## src/lgm_pkg.sv

```systemverilog
`timescale 1ns / 1ps
// ----------------------------------------------------------------------------
// lgm_pkg: shared types and constants of the link gene mutator
// Widths of the link word, the bit position and the result queue, plus the
// structs that travel between the link builder, the result queue and the top.
// ----------------------------------------------------------------------------
package lgm_pkg;

    localparam int LINK_W      = 63;
    localparam int ALEN_W      = 5;
    localparam int POS_W       = 6;
    localparam int QUEUE_DEPTH = 4;
    localparam int QPTR_W      = $clog2(QUEUE_DEPTH);
    localparam int QCNT_W      = QPTR_W + 1;

    localparam logic [ALEN_W-1:0] ADDR_LEN_RESET = ALEN_W'(8);

    // Number of words that one gene bit pushes into the result queue.
    localparam logic [1:0] PUSH_NONE = 2'd0;
    localparam logic [1:0] PUSH_ONE  = 2'd1;
    localparam logic [1:0] PUSH_TWO  = 2'd2;

    typedef struct packed {
        logic [LINK_W-1:0] link_word;
        logic              copy_valid;
        logic              last_of_run;
        logic              chromosome_end;
    } t_result;

    typedef struct packed {
        logic [1:0] count;
        t_result    first;
        t_result    second;
    } t_push;

    typedef struct packed {
        logic [QCNT_W-1:0] count;
        logic              nearly_full;
    } t_queue_status;

endpackage

```

## src/link_gene_mutator.sv

```systemverilog
`timescale 1ns / 1ps
// ----------------------------------------------------------------------------
// link_gene_mutator: link-wise mutation of a chromosome bit stream
// Groups gene bits into links, applies flip draws and drops or repeats links.
// ----------------------------------------------------------------------------
// The block takes one gene bit per cycle and emits one word per completed
// link (two when the link is repeated, none when it is dropped; a link drawn
// for both gives one; a dropped final link gives an end marker), with the
// first gene in bit 0 of o_link_word. Words are written into a four-entry
// queue by the gene bit that ends their link; input is stalled only while
// more than two words are queued. With a downstream that never stalls, the
// block sustains one gene bit per cycle while the stream averages at most
// one word per gene bit; repeated links of one bit make two words per bit,
// so the output's single word per cycle then holds the input to that rate.
// The address length register sets links of 2*address_length+1 bits and is
// meant to be written between chromosomes.
// ----------------------------------------------------------------------------
module link_gene_mutator (
    input  logic                        i_clk,
    input  logic                        i_rst_n,
    input  logic                        i_cfg_we,
    input  logic [lgm_pkg::ALEN_W-1:0]  i_cfg_data,
    input  logic                        i_valid,
    output logic                        o_stall,
    input  logic                        i_gene_bit,
    input  logic                        i_flip_first,
    input  logic                        i_flip_second,
    input  logic                        i_drop_draw,
    input  logic                        i_repeat_draw,
    input  logic                        i_source_end,
    output logic                        o_valid,
    input  logic                        i_stall,
    output logic [lgm_pkg::LINK_W-1:0]  o_link_word,
    output logic                        o_copy_valid,
    output logic                        o_last_of_run,
    output logic                        o_chromosome_end
);

    logic [lgm_pkg::ALEN_W-1:0] r_addr_len;
    logic                       in_accept;
    lgm_pkg::t_push             push;
    lgm_pkg::t_result           head;
    lgm_pkg::t_queue_status     q_status;

    always_ff @(posedge i_clk) begin
        if (!i_rst_n) begin
            r_addr_len <= lgm_pkg::ADDR_LEN_RESET;
        end else if (i_cfg_we) begin
            r_addr_len <= i_cfg_data;
        end
    end

    assign o_stall   = q_status.nearly_full;
    assign in_accept = i_valid && !o_stall;

    lgm_link_builder u_builder (
        .i_clk        (i_clk),
        .i_rst_n      (i_rst_n),
        .i_accept     (in_accept),
        .i_addr_len   (r_addr_len),
        .i_gene_bit   (i_gene_bit),
        .i_flip_first (i_flip_first),
        .i_flip_second(i_flip_second),
        .i_drop_draw  (i_drop_draw),
        .i_repeat_draw(i_repeat_draw),
        .i_source_end (i_source_end),
        .o_push       (push)
    );

    lgm_result_queue u_queue (
        .i_clk      (i_clk),
        .i_rst_n    (i_rst_n),
        .i_push     (push),
        .i_pop      (!i_stall),
        .o_head     (head),
        .o_not_empty(o_valid),
        .o_status   (q_status)
    );

    assign o_link_word      = head.link_word;
    assign o_copy_valid     = head.copy_valid;
    assign o_last_of_run    = head.last_of_run;
    assign o_chromosome_end = head.chromosome_end;

    // The queue never holds more words than it has entries.
    a_queue_bound: assert property (@(posedge i_clk) disable iff (!i_rst_n)
        q_status.count <= lgm_pkg::QCNT_W'(lgm_pkg::QUEUE_DEPTH))
        else $error("result queue overflow");

    // The end of a chromosome is always the last word of its run.
    a_end_is_last: assert property (@(posedge i_clk) disable iff (!i_rst_n)
        o_valid && o_chromosome_end |-> o_last_of_run)
        else $error("chromosome end without last of run");

    // An end marker carries no copy and is only produced at the chromosome end.
    a_marker_form: assert property (@(posedge i_clk) disable iff (!i_rst_n)
        o_valid && !o_copy_valid |-> o_chromosome_end && (o_link_word == '0))
        else $error("malformed end marker");

    // Nothing is pushed unless a gene bit is accepted.
    a_push_on_accept: assert property (@(posedge i_clk) disable iff (!i_rst_n)
        !in_accept |-> push.count == lgm_pkg::PUSH_NONE)
        else $error("word pushed without an accepted gene bit");

endmodule

```

## src/lgm_link_builder.sv

```systemverilog
`timescale 1ns / 1ps
// ----------------------------------------------------------------------------
// lgm_link_builder: collects gene bits into links and decides their fate
// Holds the two mutated copies of the current link, the bit position and the
// drop and repeat draws of the link's first bit; at a link end it hands zero,
// one or two result words to the result queue.
// ----------------------------------------------------------------------------
module lgm_link_builder (
    input  logic                       i_clk,
    input  logic                       i_rst_n,
    input  logic                       i_accept,
    input  logic [lgm_pkg::ALEN_W-1:0] i_addr_len,
    input  logic                       i_gene_bit,
    input  logic                       i_flip_first,
    input  logic                       i_flip_second,
    input  logic                       i_drop_draw,
    input  logic                       i_repeat_draw,
    input  logic                       i_source_end,
    output lgm_pkg::t_push             o_push
);

    logic [lgm_pkg::POS_W-1:0]  r_pos, n_pos;
    logic                       r_drop, n_drop;
    logic                       r_repeat, n_repeat;
    logic [lgm_pkg::LINK_W-1:0] r_first, n_first;
    logic [lgm_pkg::LINK_W-1:0] r_second, n_second;

    logic                       pos_zero;
    logic                       drop_eff;
    logic                       repeat_eff;
    logic                       link_done;
    logic [lgm_pkg::POS_W-1:0]  last_index;
    logic [lgm_pkg::LINK_W-1:0] bit_mask;
    logic [lgm_pkg::LINK_W-1:0] word_first;
    logic [lgm_pkg::LINK_W-1:0] word_second;

    assign pos_zero   = (r_pos == '0);
    assign drop_eff   = pos_zero ? i_drop_draw   : r_drop;
    assign repeat_eff = pos_zero ? i_repeat_draw : r_repeat;
    assign last_index = {i_addr_len, 1'b0};
    // A register write in the middle of a link can leave the position past the end.
    assign link_done  = (r_pos >= last_index) || i_source_end;
    assign bit_mask   = lgm_pkg::LINK_W'(1) << r_pos;

    assign word_first  = (pos_zero ? '0 : r_first)
                       | ((i_gene_bit ^ i_flip_first) ? bit_mask : '0);
    assign word_second = (pos_zero ? '0 : r_second)
                       | ((i_gene_bit ^ i_flip_second) ? bit_mask : '0);

    always_comb begin
        n_pos    = r_pos;
        n_drop   = r_drop;
        n_repeat = r_repeat;
        n_first  = r_first;
        n_second = r_second;
        o_push   = '0;
        if (i_accept) begin
            n_drop   = drop_eff;
            n_repeat = repeat_eff;
            n_first  = word_first;
            n_second = word_second;
            if (link_done) begin
                n_pos = '0;
                if (drop_eff && !repeat_eff) begin
                    // A dropped final link still marks the chromosome end.
                    if (i_source_end) begin
                        o_push.count                = lgm_pkg::PUSH_ONE;
                        o_push.first.link_word      = '0;
                        o_push.first.copy_valid     = 1'b0;
                        o_push.first.last_of_run    = 1'b1;
                        o_push.first.chromosome_end = 1'b1;
                    end
                end else if (!drop_eff && repeat_eff) begin
                    o_push.count                 = lgm_pkg::PUSH_TWO;
                    o_push.first.link_word       = word_first;
                    o_push.first.copy_valid      = 1'b1;
                    o_push.first.last_of_run     = 1'b0;
                    o_push.first.chromosome_end  = 1'b0;
                    o_push.second.link_word      = word_second;
                    o_push.second.copy_valid     = 1'b1;
                    o_push.second.last_of_run    = 1'b1;
                    o_push.second.chromosome_end = i_source_end;
                end else begin
                    o_push.count                = lgm_pkg::PUSH_ONE;
                    o_push.first.link_word      = word_first;
                    o_push.first.copy_valid     = 1'b1;
                    o_push.first.last_of_run    = 1'b1;
                    o_push.first.chromosome_end = i_source_end;
                end
            end else begin
                n_pos = r_pos + lgm_pkg::POS_W'(1);
            end
        end
    end

    always_ff @(posedge i_clk) begin
        if (!i_rst_n) begin
            r_pos    <= '0;
            r_drop   <= 1'b0;
            r_repeat <= 1'b0;
        end else begin
            r_pos    <= n_pos;
            r_drop   <= n_drop;
            r_repeat <= n_repeat;
        end
    end

    always_ff @(posedge i_clk) begin
        r_first  <= n_first;
        r_second <= n_second;
    end

endmodule

```

## src/lgm_result_queue.sv

```systemverilog
`timescale 1ns / 1ps
// ----------------------------------------------------------------------------
// lgm_result_queue: small queue of result words in front of the output
// Takes up to two words per cycle and, while i_pop is high, delivers one word
// per cycle; it reports nearly full when fewer than two free entries remain.
// ----------------------------------------------------------------------------
module lgm_result_queue (
    input  logic                  i_clk,
    input  logic                  i_rst_n,
    input  lgm_pkg::t_push        i_push,
    input  logic                  i_pop,
    output lgm_pkg::t_result      o_head,
    output logic                  o_not_empty,
    output lgm_pkg::t_queue_status o_status
);

    lgm_pkg::t_result r_entry [lgm_pkg::QUEUE_DEPTH];

    logic [lgm_pkg::QPTR_W-1:0] r_rd, n_rd;
    logic [lgm_pkg::QPTR_W-1:0] r_wr, n_wr;
    logic [lgm_pkg::QCNT_W-1:0] r_cnt, n_cnt;
    logic [lgm_pkg::QPTR_W-1:0] wr_next;
    logic                       do_pop;

    assign do_pop  = i_pop && (r_cnt != '0);
    assign wr_next = r_wr + lgm_pkg::QPTR_W'(1);

    always_comb begin
        n_rd  = do_pop ? r_rd + lgm_pkg::QPTR_W'(1) : r_rd;
        n_wr  = r_wr + lgm_pkg::QPTR_W'(i_push.count);
        n_cnt = r_cnt + lgm_pkg::QCNT_W'(i_push.count)
              - lgm_pkg::QCNT_W'(do_pop);
    end

    always_ff @(posedge i_clk) begin
        if (!i_rst_n) begin
            r_rd  <= '0;
            r_wr  <= '0;
            r_cnt <= '0;
        end else begin
            r_rd  <= n_rd;
            r_wr  <= n_wr;
            r_cnt <= n_cnt;
        end
    end

    always_ff @(posedge i_clk) begin
        if (i_push.count != lgm_pkg::PUSH_NONE) begin
            r_entry[r_wr] <= i_push.first;
        end
        if (i_push.count == lgm_pkg::PUSH_TWO) begin
            r_entry[wr_next] <= i_push.second;
        end
    end

    assign o_head               = r_entry[r_rd];
    assign o_not_empty          = (r_cnt != '0);
    assign o_status.count       = r_cnt;
    assign o_status.nearly_full = (r_cnt > lgm_pkg::QCNT_W'(lgm_pkg::QUEUE_DEPTH - 2));

endmodule
```

## config.mk

```make
export PLATFORM = sky130hd
export DESIGN_NAME = link_gene_mutator
export DESIGN_NICKNAME = d
export VERILOG_FILES = /design/src/lgm_pkg.sv /design/src/link_gene_mutator.sv /design/src/lgm_link_builder.sv /design/src/lgm_result_queue.sv
export SDC_FILE = /design/constraint.sdc
export NUM_CORES = 1
export LEC_CHECK = 0
export ABC_AREA = 1
export BUFFER_PORTS_ARGS = -buffer_cell sky130_fd_sc_hd__buf_2
export CORE_ASPECT_RATIO = 2
export CORE_MARGIN = 2
export CORE_UTILIZATION = 55
export DETAILED_ROUTE_END_ITERATION = 12
export GPL_ROUTABILITY_DRIVEN = 0
export PLACE_DENSITY = 0.72
export SETUP_SLACK_MARGIN = 0.1
export SYNTH_ARGS = -nofsm -noshare
export SYNTH_HDL_FRONTEND = slang
export SYNTH_HIERARCHICAL = 1
export SYNTH_SLANG_ARGS = --single-unit
```

## constraint.sdc

```tcl
create_clock -name i_clk -period 31.2 [get_ports i_clk]
set_input_delay 1.56 -clock i_clk [delete_from_list [all_inputs] [get_ports i_clk]]
set_output_delay 1.56 -clock i_clk [all_outputs]
set_load 0.02 [all_outputs]
```

==> flow_results.org <==
** Synth
- Most frequently used cell type in the post-synthesis netlist :: sky130_fd_sc_hd__nand2_1
- In this run, synthesis inferred 390 flip-flops with an integrated enable.
- Mean post-synth cell area :: 8.97 µm²
- Largest cells by area after synthesis :: sky130_fd_sc_hd__edfxtp_1 56%, sky130_fd_sc_hd__nand2_1 9.9%, sky130_fd_sc_hd__o21ai_0 6.3%, sky130_fd_sc_hd__nor2_1 5.7%, sky130_fd_sc_hd__o21ai_1 4.4%
- Number of register bits inferred by synthesis :: 412
- Of all cell types, the one taking the most synthesized area is sky130_fd_sc_hd__edfxtp_1.
- Number of cells produced by synthesis :: 2343
- Dominant synthesized flop cell :: sky130_fd_sc_hd__edfxtp_1
- Of the post-synthesis cell area, the dominant cell type holds 55.7%.
- Distinct cells, synth :: 32
- The synthesized netlist occupies a cell area of 21000 µm².
- Of the synthesized area, sequential elements account for 57.8%.
- Post-synthesis async set-or-reset flop share :: 0%
- Leading post-synthesis cells by instance count :: 554 x sky130_fd_sc_hd__nand2_1, 390 x sky130_fd_sc_hd__edfxtp_1, 318 x sky130_fd_sc_hd__nor2_1
- The number of nets in the synthesized netlist is 2375.
- During synthesis, Yosys emitted a total of 6 warnings.

** Place
- Before CTS, the worst setup slack after placement is 24.10 ns.
- In this run, placement finished with an instance count of 2755.
- After detailed placement, the total cell area comes to 21300 µm².
- Total of buffers placed on input and output ports :: 83
- Post-detailed-placement half-perimeter wirelength :: 34200 µm

** Final layout
- Area occupied by multi-input gates :: 7050 µm²
- Share of cells above drive strength 1 :: 8.75%
- The finished cells cover 22400 µm².
- At the end of the flow, the number of nets in the layout was 2361.
- Layout fillers :: 3221
- Measured on the finished design, the core utilization comes to 59.3%.
- Sequential cell area :: 12200 µm²
- The repair_antennas step left the layout with diodes totalling 0.
- Area overhead of the layout relative to synthesis :: 6.54%
- After the flow finishes, the layout carries non-filler instances totaling 2816.

** Job
- The tool flagged a number of max-cap violations equal to 0.

** Route
- Wires add up to 56200 µm.
- Number of DRC violations after detailed routing :: 0
- For this block, the initial DRC count from the detailed router was 1514.
- The routed layout has 16465 vias.
- The pre-antenna-repair detailed-routing pass consisted of 6 iterations.
- Dividing the detail-routed wire length by the instance count gives 19.9 µm.
- After detailed routing, the number of vias per cell comes to 5.85.
- Number of nets still failing antenna checks after routing :: 0

** Setup path
- Dominant delay contributor by cell family on the critical path :: simple AND/OR/NAND/NOR gates
- CP dominant cell by count :: sky130_fd_sc_hd__inv_1
- Buffers plus inverters on the worst setup path :: 7
- Req. time, crit path :: 31.38 ns
- Crit path from :: i_valid
- The signal on the critical path passes through buf_2, inv_1, nor2_4, inv_1, a21oi_2, nand2_4, inv_1, inv_2, nor2_4, nand2_4, buf_4, nand2_2, buf_4.
- In this design, the stage delay of the slowest critical-path cell is 0.88 ns.
- Kind of start point of the critical path :: input port
- Stages on the worst setup path :: 13
- Slowest cell on the critical path :: sky130_fd_sc_hd__nand2_2
- Crit path max fanout :: 75
- STA puts the critical path data arrival time at 6.80 ns.
- The number of cells on the worst reg-to-reg path is 13.
- The worst setup path is captured at a flop.
- Category of the most critical setup path :: in2reg
- Critical register-to-register path startpoint :: u_queue/r_cnt[0]

** GRT
- Global routing used 28.4% of the available tracks.
- The first global-routing pass estimated 87200 µm of wire.
- Via count of the first global-routing pass :: 16488
- Entering global routing, the biggest net connects 85 pins.
- Residual overflow from global routing :: 0
- Antenna violations before repair :: 0

** STA
- Setup violations remaining at the end of the flow were counted as 0.
- For the pin with the worst max-slew slack, the measured transition is 1.34 ns.
- Subtracting the final worst setup slack from the clock period gives 6.62 ns.
- The worst pin sits at a relative slew slack of 10.5%.
- Summed over all failing endpoints, the final setup total negative slack is 0 ns.
- Setup slack on the critical path of the routed design comes to 24.58 ns.
- Derived from the worst setup path, the maximum achievable clock frequency is 151 MHz.
- Worst-case clock skew :: 0.0170 ns
- The number of max-slew violations in the final report was 0.
- Setup repair after global routing left no endpoint under its margin.
- Number of hold violations in the final report :: 0
- The worst path uses 21.2% of the clock period.

** CTS
- Count of buffers added by post-CTS timing repair for setup :: 0
- Library cell used as clock root buffer :: sky130_fd_sc_hd__clkbuf_16
- Worst-case clock buffer depth :: 3
- Number of clock buffers inserted by TritonCTS :: 35
- After clock tree synthesis, the clock-pin slew on the worst setup and hold paths is 0.07 ns.
- Gates resized during post-CTS repair numbered 0.
- For the worst-skew pair, the clock arrives at the later sink with an insertion delay of 0.54 ns.
- Clock Sink Count :: 412
- The clock tree synthesis step divided the H-tree into 2 levels.
- CTS Hold Buffers Added :: 0
- Clock tree from TritonCTS :: built

** Power
- The share of total power dissipated in combinational logic is 30.4%.
- Clock network power share :: 25.1%
- Switching power summed over all nets :: 0.626 mW
- For this design the ratio of total power to cell area is 77.8 nW/µm².
- The internal power of the cells totals 1.12 mW.
- Summed over all cells, the static leakage comes to 7.98 nW.
- IR analysis of the VDD net gives a maximum drop of 0.0418 mV.
- In this run switching power makes up 35.9% of total power.
- The share of total power dissipated in sequential elements is 44.6%.

** Hold path
- Path type of the worst min-delay path :: reg2reg
- Counting instances, the worst hold path has a depth of 2.
- In this run the most critical hold path is launched from r_addr_len[3].

** Die
- The die covers 39900 µm².
- Initial standard-cell utilization of the core :: 55.6%
- The die is 280 µm tall.
- 84 I/O pins were placed.
- Number of rows created at floorplan :: 101
- From left edge to right edge, the die measures 142 µm.
- The core region is 37800 µm².

** Status
- Outcome :: complete, no violations
power by group through the flow:
stage               registers (mW)  clock network, mW  logic (mW)
floorplan                    0.779                  0       0.377
global placement             0.784                  0       0.515
detailed placement           0.788                  0       0.527
CTS                          0.776              0.440       0.530
global route                 0.786              0.457       0.583
finish                       0.777              0.436       0.529
worst reg2reg max path, stage by stage (launching register included):
cell and delay, ns:
sky130_fd_sc_hd__dfxtp_1 0.30, sky130_fd_sc_hd__inv_1 0.11, sky130_fd_sc_hd__o21ai_0 0.22, sky130_fd_sc_hd__nor2_4 0.77, sky130_fd_sc_hd__inv_1 0.30, sky130_fd_sc_hd__a21oi_2 0.33
sky130_fd_sc_hd__nand2_4 0.45, sky130_fd_sc_hd__inv_1 0.37, sky130_fd_sc_hd__inv_2 0.10, sky130_fd_sc_hd__nor2_4 0.23, sky130_fd_sc_hd__nand2_4 0.38, sky130_fd_sc_hd__buf_4 0.56
sky130_fd_sc_hd__nand2_2 0.97, sky130_fd_sc_hd__buf_4 0.68
path summary, 6_finish.rpt:
path	to	slack, ns
min	r_addr_len[3]	0.47
max reg2reg	u_queue/r_entry[1][57]	25.04
min reg2reg	r_addr_len[3]	0.47
max	u_queue/r_entry[1][57]	24.58
cells by family (layout without fill, tap and decap cells):
kind of cell               Yosys count  count (layout)  synth area share [%]
AOI/OAI and AO/OA                  558             558                  14.2
and+or+nand+nor                    945             945                  17.8
DFF                                412             412                  57.8
adders and majority gates           16              16                 0.988
buffers and inverters              406             416                  8.97
xor gates and xnor gates             6               6                 0.286
flip-flops by register name, indices dropped and copies added (netlist names), named ones only:
signal / cells
u_queue/r_wr: 2
u_builder/r_second: 63
u_builder/r_first: 63
r_addr_len: 5
u_queue/r_entry: 264
u_builder/r_pos: 6
u_builder/r_repeat: 1
u_builder/r_drop: 1
u_queue/r_cnt: 3
u_queue/r_rd: 2
per-stage QoR:
| stage | total power, mW | hold slack, ns |
|---|---|---|
| 2_1_floorplan | 1.16 | 0.428 |
| 3_3_place_gp | 1.30 | 0.449 |
| 3_5_place_dp | 1.32 | 0.458 |
| 4_1_cts | 1.75 | 0.474 |
| 5_1_grt | 1.83 | 0.493 |
| 6_report | 1.74 | 0.467 |
final cells by class:
type	instances	share of cell area, %
well taps	463	2.59
repair buffers	102	2.49
clock buffers	49	4.43
multi-input cells	1525	31.5
inverters	253	4.25
clock inverters	12	0.486
flip-flops and latches	412	54.3
layer usage:
layer  vias up  track usage, %  wire [µm]
met1      7767            30.7      19700
met2       739            51.6      29400
met5         -               0          0
met4         0            18.1       3420
li1       7751               -          -
met3       208            3.75       3710
cell usage in the layout (no fill, tap or decap), types with 2 or more instances in the layout:
cell	netlist	routed
sky130_fd_sc_hd__nor3_1	4	4
sky130_fd_sc_hd__clkbuf_1	65	10
sky130_fd_sc_hd__nor2_1	318	317
sky130_fd_sc_hd__clkinv_1	0	5
sky130_fd_sc_hd__bufinv_16	0	2
sky130_fd_sc_hd__xor2_1	3	3
sky130_fd_sc_hd__nand4_1	7	7
sky130_fd_sc_hd__a21oi_1	7	7
sky130_fd_sc_hd__inv_1	246	245
sky130_fd_sc_hd__o21ai_0	265	265
sky130_fd_sc_hd__a21boi_0	23	23
sky130_fd_sc_hd__nor2_2	3	3
sky130_fd_sc_hd__o22ai_1	66	66
sky130_fd_sc_hd__buf_2	40	83
sky130_fd_sc_hd__nor2_4	6	7
sky130_fd_sc_hd__inv_2	7	6
sky130_fd_sc_hd__o21ai_2	10	10
sky130_fd_sc_hd__dfxtp_1	22	20
sky130_fd_sc_hd__clkbuf_8	0	2
sky130_fd_sc_hd__ha_1	15	15
sky130_fd_sc_hd__edfxtp_1	390	390
sky130_fd_sc_hd__o21ai_1	185	185
sky130_fd_sc_hd__nand2_1	554	551
sky130_fd_sc_hd__nand3_4	0	2
sky130_fd_sc_hd__buf_4	13	19
sky130_fd_sc_hd__or2_2	7	7
sky130_fd_sc_hd__xnor2_2	1	2
sky130_fd_sc_hd__nand2_2	9	9
sky130_fd_sc_hd__nand2_4	3	6
sky130_fd_sc_hd__nand3_1	32	32
sky130_fd_sc_hd__clkinv_2	0	6
sky130_fd_sc_hd__clkbuf_16	0	37
Note: power is estimated with default switching activity, not from simulation.
